==> src/hdl/mrfr_pkg.sv <==
// shared types, codes and crc helper for the modbus rtu frame receiver
package mrfr_pkg;

  // request codes carried in req_type
  typedef enum logic [1:0] {
    REQ_BYTE    = 2'd0,
    REQ_READ    = 2'd1,
    REQ_RELEASE = 2'd2,
    REQ_NONE    = 2'd3
  } mrfr_req_t;

  // result event codes
  typedef enum logic [2:0] {
    EV_NONE     = 3'd0,
    EV_ACCEPT   = 3'd1,
    EV_REJECT   = 3'd2,
    EV_DROP     = 3'd3,
    EV_TOO_LONG = 3'd4,
    EV_DONE     = 3'd5
  } mrfr_event_t;

  // configuration register indexes
  localparam int CFG_IDX_W = 1;
  localparam int CFG_DATA_W = 16;
  localparam logic [CFG_IDX_W-1:0] REG_SLAVE_ADDR  = 1'b0;
  localparam logic [CFG_IDX_W-1:0] REG_GAP_TIMEOUT = 1'b1;

  // modbus constants
  localparam logic [7:0]  FC_WRITE_MULTIPLE = 8'h10;
  localparam logic [7:0]  ADDR_BROADCAST    = 8'h00;
  localparam logic [8:0]  LEN_FIXED         = 9'd8;
  localparam logic [8:0]  LEN_WM_BASE       = 9'd9;
  localparam logic [8:0]  CNT_FUNC_DONE     = 9'd2;
  localparam logic [8:0]  CNT_BYTE_COUNT    = 9'd7;
  localparam logic [15:0] CRC_INIT          = 16'hFFFF;
  localparam logic [15:0] CRC_POLY          = 16'hA001;

  typedef struct packed {
    mrfr_req_t   req_type;
    logic [7:0]  rx_byte;
    logic [31:0] time_ms;
    logic [7:0]  read_index;
  } mrfr_in_t;

  typedef struct packed {
    mrfr_event_t event_res;
    logic        gap_restart;
    logic        frame_ready;
    logic [8:0]  frame_length;
    logic [7:0]  read_data;
  } mrfr_out_t;

  // queue word: result plus flag telling whether read_data is valid store data
  typedef struct packed {
    mrfr_out_t res;
    logic      rd_hit;
  } mrfr_entry_t;

  // free space seen by the front
  typedef struct packed {
    logic room_one;
    logic room_two;
  } mrfr_q_room_t;

  // one byte through the reflected crc-16/modbus register
  function automatic logic [15:0] crc_absorb(input logic [15:0] crc_in, input logic [7:0] b);
    logic [15:0] c;
    c = crc_in ^ {8'h00, b};
    for (int k = 0; k < 8; k++) begin
      if (c[0]) begin
        c = (c >> 1) ^ CRC_POLY;
      end else begin
        c = c >> 1;
      end
    end
    return c;
  endfunction

endpackage

==> src/hdl/mrfr_front.sv <==
// front end: accepts words, runs the frame state, crc and frame store
module mrfr_front #(
  parameter int FRAME_MAX = 256
) (
  input  logic                               clk,
  input  logic                               rst_n,
  input  logic                               in_valid,
  output logic                               in_stall,
  input  mrfr_pkg::mrfr_in_t                 in_data,
  input  logic                               cfg_we,
  input  logic [mrfr_pkg::CFG_IDX_W-1:0]     cfg_index,
  input  logic [mrfr_pkg::CFG_DATA_W-1:0]    cfg_wdata,
  input  mrfr_pkg::mrfr_q_room_t             q_room,
  output logic                               q_push,
  output mrfr_pkg::mrfr_entry_t              q_entry
);

  localparam int STORE_DEPTH = 2 * FRAME_MAX;
  localparam int ADDR_W = $clog2(STORE_DEPTH);
  localparam logic [8:0] FRAME_MAX_C = 9'(FRAME_MAX);
  localparam logic [ADDR_W-1:0] BANK_OFS = ADDR_W'(FRAME_MAX);

  // configuration
  logic [7:0]  slave_addr_r;
  logic [15:0] gap_timeout_r;

  // frame state
  logic [8:0]  rx_count_r, rx_count_nxt;
  logic [8:0]  expected_r, expected_nxt;
  logic [31:0] last_time_r, last_time_nxt;
  logic        bank_r, bank_nxt;
  logic        held_r, held_nxt;
  logic [8:0]  held_len_r, held_len_nxt;
  logic [15:0] crc_run_r, crc_run_nxt;
  logic [15:0] crc_h0_r, crc_h0_nxt;
  logic [15:0] crc_h1_r, crc_h1_nxt;
  logic [7:0]  hdr0_r, hdr0_nxt;
  logic [7:0]  hdr1_r, hdr1_nxt;
  logic [7:0]  prev_byte_r, prev_byte_nxt;

  // result stage
  logic                    s1_valid_r;
  mrfr_pkg::mrfr_out_t     s1_res_r;
  logic                    s1_rd_hit_r;

  // frame store, two banks of FRAME_MAX bytes
  logic [7:0]        store [STORE_DEPTH];
  logic [7:0]        store_q_r;
  logic              wr_en;
  logic [ADDR_W-1:0] wr_addr;
  logic [ADDR_W-1:0] rd_addr;

  logic                accept;
  mrfr_pkg::mrfr_out_t res;
  logic                rd_hit;

  assign in_stall = s1_valid_r ? !q_room.room_two : !q_room.room_one;
  assign accept   = in_valid && !in_stall;

  always_comb begin
    logic [8:0]  cnt_eff;
    logic [8:0]  exp_eff;
    logic [8:0]  cnt_new;
    logic [8:0]  exp_new;
    logic [15:0] run_base;
    logic [15:0] h0_base;
    logic [7:0]  hdr0_new;
    logic [7:0]  hdr1_new;
    logic        addr_ok;
    logic        wm_len;

    rx_count_nxt  = rx_count_r;
    expected_nxt  = expected_r;
    last_time_nxt = last_time_r;
    bank_nxt      = bank_r;
    held_nxt      = held_r;
    held_len_nxt  = held_len_r;
    crc_run_nxt   = crc_run_r;
    crc_h0_nxt    = crc_h0_r;
    crc_h1_nxt    = crc_h1_r;
    hdr0_nxt      = hdr0_r;
    hdr1_nxt      = hdr1_r;
    prev_byte_nxt = prev_byte_r;

    cnt_eff  = rx_count_r;
    exp_eff  = expected_r;
    cnt_new  = rx_count_r;
    exp_new  = expected_r;
    run_base = crc_run_r;
    h0_base  = crc_h0_r;
    hdr0_new = hdr0_r;
    hdr1_new = hdr1_r;
    addr_ok  = 1'b0;
    wm_len   = 1'b0;

    wr_en   = 1'b0;
    wr_addr = ADDR_W'(rx_count_r) + (bank_r ? BANK_OFS : '0);
    rd_addr = ADDR_W'(in_data.read_index) + (bank_r ? '0 : BANK_OFS);
    rd_hit  = 1'b0;

    res.event_res   = mrfr_pkg::EV_NONE;
    res.gap_restart = 1'b0;
    res.read_data   = '0;

    if (accept) begin
      case (in_data.req_type)
        mrfr_pkg::REQ_BYTE: begin
          // gap timeout on a partial frame, tick difference wraps
          if (rx_count_r != 9'd0 &&
              (in_data.time_ms - last_time_r) > {16'd0, gap_timeout_r}) begin
            cnt_eff         = '0;
            exp_eff         = '0;
            res.gap_restart = 1'b1;
          end
          rx_count_nxt  = cnt_eff;
          expected_nxt  = exp_eff;
          last_time_nxt = in_data.time_ms;
          if (held_r || cnt_eff >= FRAME_MAX_C) begin
            rx_count_nxt  = '0;
            expected_nxt  = '0;
            res.event_res = mrfr_pkg::EV_DROP;
          end else begin
            run_base = (cnt_eff == 9'd0) ? mrfr_pkg::CRC_INIT : crc_run_r;
            h0_base  = (cnt_eff == 9'd0) ? mrfr_pkg::CRC_INIT : crc_h0_r;
            wr_en    = 1'b1;
            wr_addr  = ADDR_W'(cnt_eff) + (bank_r ? BANK_OFS : '0);
            hdr0_new = (cnt_eff == 9'd0) ? in_data.rx_byte : hdr0_r;
            hdr1_new = (cnt_eff == 9'd1) ? in_data.rx_byte : hdr1_r;
            hdr0_nxt = hdr0_new;
            hdr1_nxt = hdr1_new;
            crc_h1_nxt  = h0_base;
            crc_h0_nxt  = run_base;
            crc_run_nxt = mrfr_pkg::crc_absorb(run_base, in_data.rx_byte);
            cnt_new = cnt_eff + 9'd1;
            exp_new = exp_eff;
            if (cnt_new == mrfr_pkg::CNT_FUNC_DONE) begin
              exp_new = (hdr1_new == mrfr_pkg::FC_WRITE_MULTIPLE) ? 9'd0 : mrfr_pkg::LEN_FIXED;
            end
            // byte count of a write-multiple request sets the length
            wm_len = (cnt_new == mrfr_pkg::CNT_BYTE_COUNT) &&
                     (hdr1_new == mrfr_pkg::FC_WRITE_MULTIPLE);
            if (wm_len) begin
              exp_new = mrfr_pkg::LEN_WM_BASE + 9'(in_data.rx_byte);
            end
            addr_ok = (hdr0_new == slave_addr_r) || (hdr0_new == mrfr_pkg::ADDR_BROADCAST);
            prev_byte_nxt = in_data.rx_byte;
            rx_count_nxt  = cnt_new;
            expected_nxt  = exp_new;
            if (wm_len && exp_new > FRAME_MAX_C) begin
              rx_count_nxt  = '0;
              expected_nxt  = '0;
              res.event_res = mrfr_pkg::EV_TOO_LONG;
            end else if (exp_new != 9'd0 && cnt_new == exp_new) begin
              rx_count_nxt = '0;
              expected_nxt = '0;
              // crc over all bytes but the last two, low byte first
              if (prev_byte_r == h0_base[7:0] && in_data.rx_byte == h0_base[15:8] &&
                  addr_ok) begin
                held_nxt      = 1'b1;
                held_len_nxt  = cnt_new;
                bank_nxt      = !bank_r;
                res.event_res = mrfr_pkg::EV_ACCEPT;
              end else begin
                res.event_res = mrfr_pkg::EV_REJECT;
              end
            end
          end
        end
        mrfr_pkg::REQ_READ: begin
          if (held_r && {1'b0, in_data.read_index} < held_len_r) begin
            rd_hit        = 1'b1;
            res.event_res = mrfr_pkg::EV_DONE;
          end
        end
        mrfr_pkg::REQ_RELEASE: begin
          if (held_r) begin
            held_nxt      = 1'b0;
            held_len_nxt  = '0;
            res.event_res = mrfr_pkg::EV_DONE;
          end
        end
        default: begin
        end
      endcase
    end

    res.frame_ready  = held_nxt;
    res.frame_length = held_nxt ? held_len_nxt : 9'd0;
  end

  always_ff @(posedge clk) begin
    if (!rst_n) begin
      slave_addr_r  <= 8'd1;
      gap_timeout_r <= 16'd4;
      rx_count_r    <= '0;
      expected_r    <= '0;
      last_time_r   <= '0;
      bank_r        <= 1'b0;
      held_r        <= 1'b0;
      held_len_r    <= '0;
      crc_run_r     <= mrfr_pkg::CRC_INIT;
      crc_h0_r      <= mrfr_pkg::CRC_INIT;
      crc_h1_r      <= mrfr_pkg::CRC_INIT;
      hdr0_r        <= '0;
      hdr1_r        <= '0;
      prev_byte_r   <= '0;
      s1_valid_r    <= 1'b0;
    end else begin
      if (cfg_we) begin
        case (cfg_index)
          mrfr_pkg::REG_SLAVE_ADDR:  slave_addr_r  <= cfg_wdata[7:0];
          mrfr_pkg::REG_GAP_TIMEOUT: gap_timeout_r <= cfg_wdata;
          default: begin
          end
        endcase
      end
      rx_count_r  <= rx_count_nxt;
      expected_r  <= expected_nxt;
      last_time_r <= last_time_nxt;
      bank_r      <= bank_nxt;
      held_r      <= held_nxt;
      held_len_r  <= held_len_nxt;
      crc_run_r   <= crc_run_nxt;
      crc_h0_r    <= crc_h0_nxt;
      crc_h1_r    <= crc_h1_nxt;
      hdr0_r      <= hdr0_nxt;
      hdr1_r      <= hdr1_nxt;
      prev_byte_r <= prev_byte_nxt;
      s1_valid_r  <= accept;
    end
  end

  // result payload and frame store
  always_ff @(posedge clk) begin
    if (accept) begin
      s1_res_r    <= res;
      s1_rd_hit_r <= rd_hit;
    end
    if (wr_en) begin
      store[wr_addr] <= in_data.rx_byte;
    end
    store_q_r <= store[rd_addr];
  end

  always_comb begin
    q_push                = s1_valid_r;
    q_entry.res           = s1_res_r;
    q_entry.res.read_data = store_q_r;
    q_entry.rd_hit        = s1_rd_hit_r;
  end

  a_held_len_range: assert property (@(posedge clk) disable iff (!rst_n)
    held_r |-> (held_len_r >= mrfr_pkg::LEN_FIXED && held_len_r <= FRAME_MAX_C))
    else $error("held frame length out of range");

  a_count_bound: assert property (@(posedge clk) disable iff (!rst_n)
    rx_count_r <= FRAME_MAX_C)
    else $error("receive count beyond frame limit");

  a_bank_flip: assert property (@(posedge clk) disable iff (!rst_n)
    $rose(held_r) |-> (bank_r != $past(bank_r)))
    else $error("frame held without switching receive bank");

  a_no_write_held: assert property (@(posedge clk) disable iff (!rst_n)
    held_r |-> !wr_en)
    else $error("store written while a frame is held");

endmodule

==> src/hdl/mrfr_queue.sv <==
// short result queue between front and back
module mrfr_queue #(
  parameter int DEPTH = 4
) (
  input  logic                   clk,
  input  logic                   rst_n,
  input  logic                   push,
  input  mrfr_pkg::mrfr_entry_t  push_entry,
  output mrfr_pkg::mrfr_q_room_t room,
  input  logic                   pop,
  output logic                   pop_valid,
  output mrfr_pkg::mrfr_entry_t  pop_entry
);

  localparam int PTR_W = $clog2(DEPTH);
  localparam int CNT_W = $clog2(DEPTH + 1);
  localparam logic [PTR_W-1:0] PTR_LAST = PTR_W'(DEPTH - 1);

  mrfr_pkg::mrfr_entry_t slots [DEPTH];
  logic [PTR_W-1:0] wr_ptr_r;
  logic [PTR_W-1:0] rd_ptr_r;
  logic [CNT_W-1:0] count_r;
  logic             do_pop;

  assign do_pop        = pop && pop_valid;
  assign pop_valid     = count_r != '0;
  assign pop_entry     = slots[rd_ptr_r];
  assign room.room_one = count_r < CNT_W'(DEPTH);
  assign room.room_two = count_r < CNT_W'(DEPTH - 1);

  always_ff @(posedge clk) begin
    if (!rst_n) begin
      wr_ptr_r <= '0;
      rd_ptr_r <= '0;
      count_r  <= '0;
    end else begin
      if (push) begin
        wr_ptr_r <= (wr_ptr_r == PTR_LAST) ? '0 : wr_ptr_r + 1'b1;
      end
      if (do_pop) begin
        rd_ptr_r <= (rd_ptr_r == PTR_LAST) ? '0 : rd_ptr_r + 1'b1;
      end
      if (push && !do_pop) begin
        count_r <= count_r + 1'b1;
      end else if (!push && do_pop) begin
        count_r <= count_r - 1'b1;
      end
    end
  end

  always_ff @(posedge clk) begin
    if (push) begin
      slots[wr_ptr_r] <= push_entry;
    end
  end

  a_no_overflow: assert property (@(posedge clk) disable iff (!rst_n)
    push |-> (room.room_one || do_pop))
    else $error("push into full queue");

  a_count_bound: assert property (@(posedge clk) disable iff (!rst_n)
    count_r <= CNT_W'(DEPTH))
    else $error("queue count beyond depth");

endmodule

==> src/hdl/mrfr_back.sv <==
// back end: output register that drives the result channel
module mrfr_back (
  input  logic                  clk,
  input  logic                  rst_n,
  input  logic                  pop_valid,
  input  mrfr_pkg::mrfr_entry_t pop_entry,
  output logic                  pop,
  output logic                  out_valid,
  input  logic                  out_stall,
  output mrfr_pkg::mrfr_out_t   out_data
);

  logic                out_valid_r;
  mrfr_pkg::mrfr_out_t out_data_r;
  mrfr_pkg::mrfr_out_t word_nxt;

  assign pop = pop_valid && (!out_valid_r || !out_stall);

  // read data only shows on a read that hit the held frame
  always_comb begin
    word_nxt           = pop_entry.res;
    word_nxt.read_data = pop_entry.rd_hit ? pop_entry.res.read_data : 8'd0;
  end

  always_ff @(posedge clk) begin
    if (!rst_n) begin
      out_valid_r <= 1'b0;
    end else if (pop) begin
      out_valid_r <= 1'b1;
    end else if (!out_stall) begin
      out_valid_r <= 1'b0;
    end
  end

  always_ff @(posedge clk) begin
    if (pop) begin
      out_data_r <= word_nxt;
    end
  end

  assign out_valid = out_valid_r;
  assign out_data  = out_data_r;

endmodule

==> src/hdl/modbus_rtu_frame_receiver_unit.sv <==
// top level of the modbus rtu request frame receiver
// Modbus RTU slave frame receiver. Each input word is a received byte with its
// millisecond tick, a read of one byte of the held frame, or a release of that
// frame; each word gives exactly one result word, in order. A new word can be
// taken every clock cycle while in_stall is low; a result passes the front's
// result register with the frame store read, the queue and the output register
// to the result port, plus any time the result side stalls. A four-entry queue
// and an output register sit between the two sides, so the input keeps taking
// words while a finished result waits, until the queue is nearly full. The
// frame store has two banks of FRAME_MAX bytes: one keeps the held frame, the
// other fills after release; bytes arriving while a frame is held are dropped.
// The store needs no clearing after reset; only written bytes are ever read
// back. Configuration (slave address, gap timeout) is written through a plain
// write port, only while idle: a rule for the user, not enforced by the block.
module modbus_rtu_frame_receiver_unit #(
  parameter int FRAME_MAX   = 256,  // largest frame, 16 to 256
  parameter int QUEUE_DEPTH = 4     // result queue depth, at least 3
) (
  input  logic                            clk,
  input  logic                            rst_n,
  // request words
  input  logic                            in_valid,
  output logic                            in_stall,
  input  mrfr_pkg::mrfr_in_t              in_data,
  // result words
  output logic                            out_valid,
  input  logic                            out_stall,
  output mrfr_pkg::mrfr_out_t             out_data,
  // configuration writes
  input  logic                            cfg_we,
  input  logic [mrfr_pkg::CFG_IDX_W-1:0]  cfg_index,
  input  logic [mrfr_pkg::CFG_DATA_W-1:0] cfg_wdata
);

  // front to queue
  mrfr_pkg::mrfr_q_room_t q_room;
  logic                   q_push;
  mrfr_pkg::mrfr_entry_t  q_entry;

  // queue to back
  logic                   q_pop;
  logic                   q_valid;
  mrfr_pkg::mrfr_entry_t  q_head;

  // frame state, crc, frame store and result staging
  mrfr_front #(
    .FRAME_MAX (FRAME_MAX)
  ) u_front (
    .clk       (clk),
    .rst_n     (rst_n),
    .in_valid  (in_valid),
    .in_stall  (in_stall),
    .in_data   (in_data),
    .cfg_we    (cfg_we),
    .cfg_index (cfg_index),
    .cfg_wdata (cfg_wdata),
    .q_room    (q_room),
    .q_push    (q_push),
    .q_entry   (q_entry)
  );

  // decouples the front from output stalls
  mrfr_queue #(
    .DEPTH (QUEUE_DEPTH)
  ) u_queue (
    .clk        (clk),
    .rst_n      (rst_n),
    .push       (q_push),
    .push_entry (q_entry),
    .room       (q_room),
    .pop        (q_pop),
    .pop_valid  (q_valid),
    .pop_entry  (q_head)
  );

  // output register on the result channel
  mrfr_back u_back (
    .clk       (clk),
    .rst_n     (rst_n),
    .pop_valid (q_valid),
    .pop_entry (q_head),
    .pop       (q_pop),
    .out_valid (out_valid),
    .out_stall (out_stall),
    .out_data  (out_data)
  );

endmodule
==> config.mk <==
export PLATFORM = sky130hd
export DESIGN_NAME = modbus_rtu_frame_receiver_unit
export DESIGN_NICKNAME = d
export VERILOG_FILES = /design/src/hdl/mrfr_pkg.sv /design/src/hdl/mrfr_front.sv /design/src/hdl/mrfr_queue.sv /design/src/hdl/mrfr_back.sv /design/src/hdl/modbus_rtu_frame_receiver_unit.sv
export SDC_FILE = /design/constraint.sdc
export NUM_CORES = 2
export LEC_CHECK = 0
export ABC_AREA = 1
export BUFFER_PORTS_ARGS = -buffer_cell sky130_fd_sc_hd__clkbuf_2
export CORE_MARGIN = 3
export CORE_UTILIZATION = 57
export DETAILED_ROUTE_END_ITERATION = 8
export PLACE_DENSITY = 0.72
export SYNTH_ARGS = -nofsm -noshare
export SYNTH_HDL_FRONTEND = slang
export SYNTH_HIERARCHICAL = 1
export SYNTH_MEMORY_MAX_BITS = 65536
export SYNTH_SLANG_ARGS = --single-unit
==> constraint.sdc <==
create_clock -name clk -period 6.5 [get_ports clk]
set_clock_uncertainty 0.15 [all_clocks]
set_input_delay 1.3 -clock clk [delete_from_list [all_inputs] [get_ports clk]]
set_output_delay 1.3 -clock clk [all_outputs]
set_load 0.03 [all_outputs]
Yosys cells after proc, flatten, opt, wreduce, memory -nomap -nowiden
Memory sizes are Yosys's and may differ from the RTL's. A register that Yosys moved wholly into a read port is not among the register bits.
Index checks and enable logic that the tools add are counted.
{"block": "totals", "wordCells": 198, "regBits": 187, "inputBits": 72, "memories": 2, "rom_bits": 0, "out_inout_bits": 24, "latchBits": 0, "ramBits": 4188}
{"name": "u_front.store", "words": 512, "word_bits": 8, "rd": 1, "rd_clocked_by_memory_dff": 1, "write_ports": 1, "line_no": "mrfr_front.sv:47", "text": "logic [7:0] store [STORE_DEPTH];"}
{"name": "u_queue.slots", "words": 4, "word_bits": 23, "rd": 1, "rd_clocked_by_memory_dff": 1, "write_ports": 1, "line_no": "mrfr_queue.sv:19", "text": "mrfr_pkg::mrfr_entry_t slots [DEPTH];"}
{"block": "op_classes", "multipliers": 0, "bitwise": 12, "order_cmp": 6, "n_div": 0, "addsub": 10, "reduce_logical": 35, "n_eq_ne": 13, "muxes": 92, "shift": 0}
{"op": "16-bit 2-to-1 mux", "n": 31}
{"op": "9-bit 2-to-1 mux", "n": 26}
{"op": "32-bit by 16-bit greater-than comparator with 1-bit output", "n": 1}
{"op": "32-bit subtractor", "n": 1}
{"op": "8-bit equality test", "n": 3}
{"op": "2-bit NOT with 3-bit output", "n": 8}
{"op": "3-bit 2-to-1 mux", "n": 7}
{"op": "9-bit adder", "n": 2}
{"op": "9-bit one-hot mux with 2 select lines", "n": 1}
{"op": "9-bit nonzero test", "n": 2}
{"op": "1-bit 2-to-1 mux", "n": 17}
{"op": "8-bit 2-to-1 mux", "n": 2}
{"op": "16-bit by 8-bit XOR with 16-bit output", "n": 1}
{"op": "1-bit logical AND", "n": 12}
{"op": "2-bit 2-to-1 mux", "n": 5}
{"op": "4-bit by 8-bit adder with 9-bit output, first input constant", "n": 1}
{"op": "8-bit by 9-bit adder with 9-bit output", "n": 1}
{"op": "9-bit by 1-bit adder with 9-bit output, second input constant", "n": 1}
{"op": "9-bit by 1-bit equality test with 1-bit output, second input constant", "n": 1}
{"op": "9-bit by 2-bit equality test with 1-bit output, second input constant", "n": 1}
{"op": "9-bit by 3-bit equality test with 1-bit output, second input constant", "n": 1}
{"op": "9-bit equality test", "n": 1}
{"op": "9-bit >= comparator, second input constant", "n": 1}
{"op": "9-bit greater-than comparator, second input constant", "n": 1}
{"op": "24 further kinds", "n": 40}

Depth between registers and ports, before layout
{"block": "logic_depth", "word_depth": 46, "mapped_depth": 55, "depth_no_buf": 53}

Modules after synthesis
The synthesis kept the hierarchy.
{"module": "mrfr_front", "cells_each": 14314, "seq_area_each_um2": 126351.2, "n_inst": 1, "area_each_um2": 172729.4}
{"module": "mrfr_queue", "cells_each": 285, "seq_area_each_um2": 2942.8, "n_inst": 1, "area_each_um2": 4199.0}
{"module": "mrfr_back", "cells_each": 45, "seq_area_each_um2": 680.7, "n_inst": 1, "area_each_um2": 767.0}

Worst setup path before layout
Ideal clock, no wire load.
{"block": "synth_timing", "path_type": "input to register", "startpoint": "input port in_data[8] in the netlist's numbering", "endpoint": "register u_front.s1_res_r, in the netlist u_front/q_entry[11], data pin", "path_buffers": 2, "required_ns": 6.091, "arrival_time_ns": 6.641, "setup_ns": 0.259, "path_stages": 42, "slack_ns": -0.549, "cell_sequence": "inv_1 > ha_1 > fa_1 > inv_1 > nand2_1 > nand3_1 > nand2_1 > nand2_1 > xor2_1 > ha_1 > nand2_1 > nor2_1 > nand2_1 > nor2_1 > nand4_1 > nand2_1 > nand3_1 > nor2_1 > [... 6 more ...] > nor2_1 > inv_1 > ha_1 > nand3_1 > inv_1 > clkbuf_1 > or2_2 > xor2_1 > ha_1 > nand4_1 > nor4_1 > nand3_1 > nor2_4 > nand3_4 > o21ai_0 > nand2_1 > nand2_1 > a21oi_1"}
{"block": "synth_via", "elab_chain_len": 22, "word_cells_on_any_way": 49, "cone_classes": "add/sub (2); order compare (3); eq/ne (8); mux (25); reduce/logical (11)"}
{"element": "from (decl)", "line_no": "modbus_rtu_frame_receiver_unit.sv:24", "text": "input mrfr_pkg::mrfr_in_t in_data,"}
{"element": "32-bit subtractor (*)", "line_no": "mrfr_front.sv:110", "text": "(in_data.time_ms - last_time_r) > {16'd0, gap_timeout_r}) begin"}
{"element": "32-bit by 16-bit greater-than comparator with 1-bit output (*)", "line_no": "mrfr_front.sv:110"}
{"element": "1-bit logical AND (*)", "line_no": "mrfr_front.sv:109", "text": "if (rx_count_r != 9'd0 &&"}
{"element": "branches (longest 19 deep; another with 9-bit by 1-bit adder with 9-bit output)"}
{"element": "to (signal assigned)", "line_no": "mrfr_front.sv:236", "text": "s1_res_r <= res;"}
{"element": "to (decl)", "line_no": "mrfr_front.sv:43", "text": "mrfr_pkg::mrfr_out_t s1_res_r;"}
Mark *: on every way between the ends. The select of a mux whose other input is x is not followed.
A chain may end at the register's enable or synchronous reset.

Worst setup path after layout
{"block": "layout_timing", "startpoint": "input port in_data[8] in the netlist's numbering", "endpoint": "register u_front.s1_res_r, in the netlist u_front/q_entry[17], data pin"}
The elaborated chain is that of the path after synthesis.

==> metrics <==
min cycle time layout 6.481 ns; H-tree levels 5; setup violators final 0; Hold Vio Cnt, Final 0; Area after DPL 192,000 um2; setup tns final 0 ns; syn_nets 14,790; largest area contributor in the netlist edfxtp_1; CTS tree done; Worst-path clk slew 0.06 ns; drt wl/cell 25.61 um; layer with the highest usage met2; Power Dens Cells 296.1 nW/um2; DR pass1 iterations 8; maximum VDD drop 247.4 uV; Worst EP required 7.13 ns; Worst slew margin 10.20%; Routed WL 512,700 um; most numerous cell on the critical path nand2_2; # DRC 0; Worst setup SP type primary input; Top Ports 96; post-synth top area share 71.40%; initial DRC count 18,540; EDFF count, synth 4,225; Total Power 61,260 uW; Seq/Total Area, Yosys 73.14%; routing usage on met3 6.527%; number of synthesized register bits 4,380; total grt overflow 0; via count 125,500; top-count cell post-synth edfxtp_1; Skew-Pair Late Insertion Delay 1.00 ns; Die ar. 318,500 um2; first-pass GRT wire length 754,000 um; Cells after Synth 14,640; GP Congestion 0.9454; synth cell count leaders edfxtp_1, nor2_1, o21ai_0; Syn Std Cell Area 177,700 um2; # clock sinks 4,380; area growth from synthesis to layout 16.43%; Area contributors post-synth edfxtp_1, o21ai_0, nor2_1; Primary FF master, synth edfxtp_1; clock tree buffer depth 4; Hold Crit Class register to register; Final HPWL DP 307,000 um; Max FO, Critical Path 8; crit-path max cell delay 0.39 ns; WP data arrival 7.11 ns; count of input and output buffers 95; Leak 0.07013 uW; FMAX 0.1543 GHz; synth warn 6; RSZ-0062 raised after global routing yes; post-synthesis cell type count 56; nets 15,660; MaxCap Viol Count 0; share of flip-flops with an asynchronous set or reset 0%; Die H 564.3 um; Routed Antenna Nets 0; crit end category register; Die X 564.3 um; crit share post-route 99.70%; CP Class primary input to register; final non-filler cell total 20,020; placed cell count 19,170; met2 usage 48.61%; # hold bufs at CTS 0; row count 204; number of global-route vias before repair 117,600; core footprint 309,600 um2; GRT met1 Usage 43.75%; largest net degree at the start of global routing 186; layout cells sized above 1 15.05%; Slew Viols, Final 0; Final Util 66.82%; GRT Total Usage 31.34%; Slowest-stage cell, CP fa_2; syn avg cell area 12.13 um2; status completed; Root Driver clkbuf_16; via/cell ratio 6.270; CTS buffer count 430; Worst-Margin Slew 1.347 ns; final instance area 206,900 um2; Initial Utilization 57.39%; antenna violations before repair 26
[cells in the final DEF (no fill, tap or decap), types with 49 or more instances in the layout]
cell type and instances:
nand2_2 54, nand2_1 605, buf_12 151, nand3_1 74
clkbuf_1 82, o21ai_0 2770, dfxtp_1 155, o22ai_1 1286
a21oi_1 146, clkbuf_16 433, ha_1 49, edfxtp_1 4225
o32ai_1 79, buf_4 1228, clkinv_2 93, clkbuf_2 79
nor2_1 3473, clkinv_1 99, inv_1 309
[worst max-delay path: cells and delay by family]
kind / cells / cell delay [ns]
fa+ha+maj: 4 / 0.98
xor+xnor: 1 / 0.16
buf+inv: 10 / 1.05
compound gates: 1 / 0.12
simple gates: 34 / 3.50
[final timing paths]
check | slack (ns) | startpoint | endpoint | cells past startpoint
worst max-delay path | 0.02 | in_data[8] | u_front/q_entry[17]$_SDFFCE_PN0P_ | 50
worst min-delay path | 0.30 | u_front/q_entry[21]$_DFFE_PP_ | u_queue/slots[2][21]$_DFFE_PP_ | 0
worst max register to register | 0.15 | u_front/last_time_r[9]$_SDFFE_PN0P_ | u_front/q_entry[17]$_SDFFCE_PN0P_ | 48
worst min register to register | 0.30 | u_front/q_entry[21]$_DFFE_PP_ | u_queue/slots[2][21]$_DFFE_PP_ | 0
[stage by stage]
stage                     worst slack (ns)  hold WS, ns
after floorplan                    -0.1537       0.2714
after global placement             -0.9959       0.2893
after detailed placement            -1.034       0.2981
after CTS                         0.008715       0.2936
after global routing               -0.3456       0.3323
final                              0.01948       0.3034
[logic make-up after synthesis]
group | share of synthesized area, %
flops | 73.14
buf+inv | 3.021
fa+ha+maj | 0.4943
simple gates | 9.563
compound gates | 13.55
xor+xnor | 0.2267
[sequential cells by signal, indices dropped and copies added (netlist names), 2 cells and up, named ones only]
name,count
u_front/held_len_r,9
u_queue/count_r,3
u_front/gap_timeout_r,16
u_front/prev_byte_r,8
u_back/out_data,22
u_front/crc_h0_r,11
u_queue/slots,92
u_front/hdr1_r,8
u_front/expected_r,9
u_front/last_time_r,32
u_front/q_entry,14
u_front/crc_run_r,16
u_queue/wr_ptr_r,2
u_front/hdr0_r,8
u_front/store,4096
u_front/slave_addr_r,8
u_front/rx_count_r,9
u_front/store_q_r,8
u_queue/rd_ptr_r,2
[routing by layer]
metal	part of all wire [%]	vias to the layer above
met4	4.5	20
met2	46	7918
met1	38	61070
li1	-	55380
met5	0.028	-
met3	12	1119
[area by class of cell]
cell class                 count  area (um2)
timing repair buffer        1488       13020
inverter                     343        1356
antenna                       11       27.53
multi-input combinational   8872       43250
fill                       21640      102700
sequential                  4380      130000
tap                         4120        5155
clock inverter               276        2846
clock buffer                 525       11270
[power breakdown]
group / switching [uW] / internal (uW)
Combinational: 3620 / 1450
Clock: 10700 / 14200
Sequential: 108 / 31200
[what timing repair did]
action	4_1_cts	5_1_grt
buffers inserted	1	22
gates cloned	2	5
pin swaps	4	73
setup endpoints to repair	9	45
resized for setup	6	139
(Power assumes the default switching activity.)
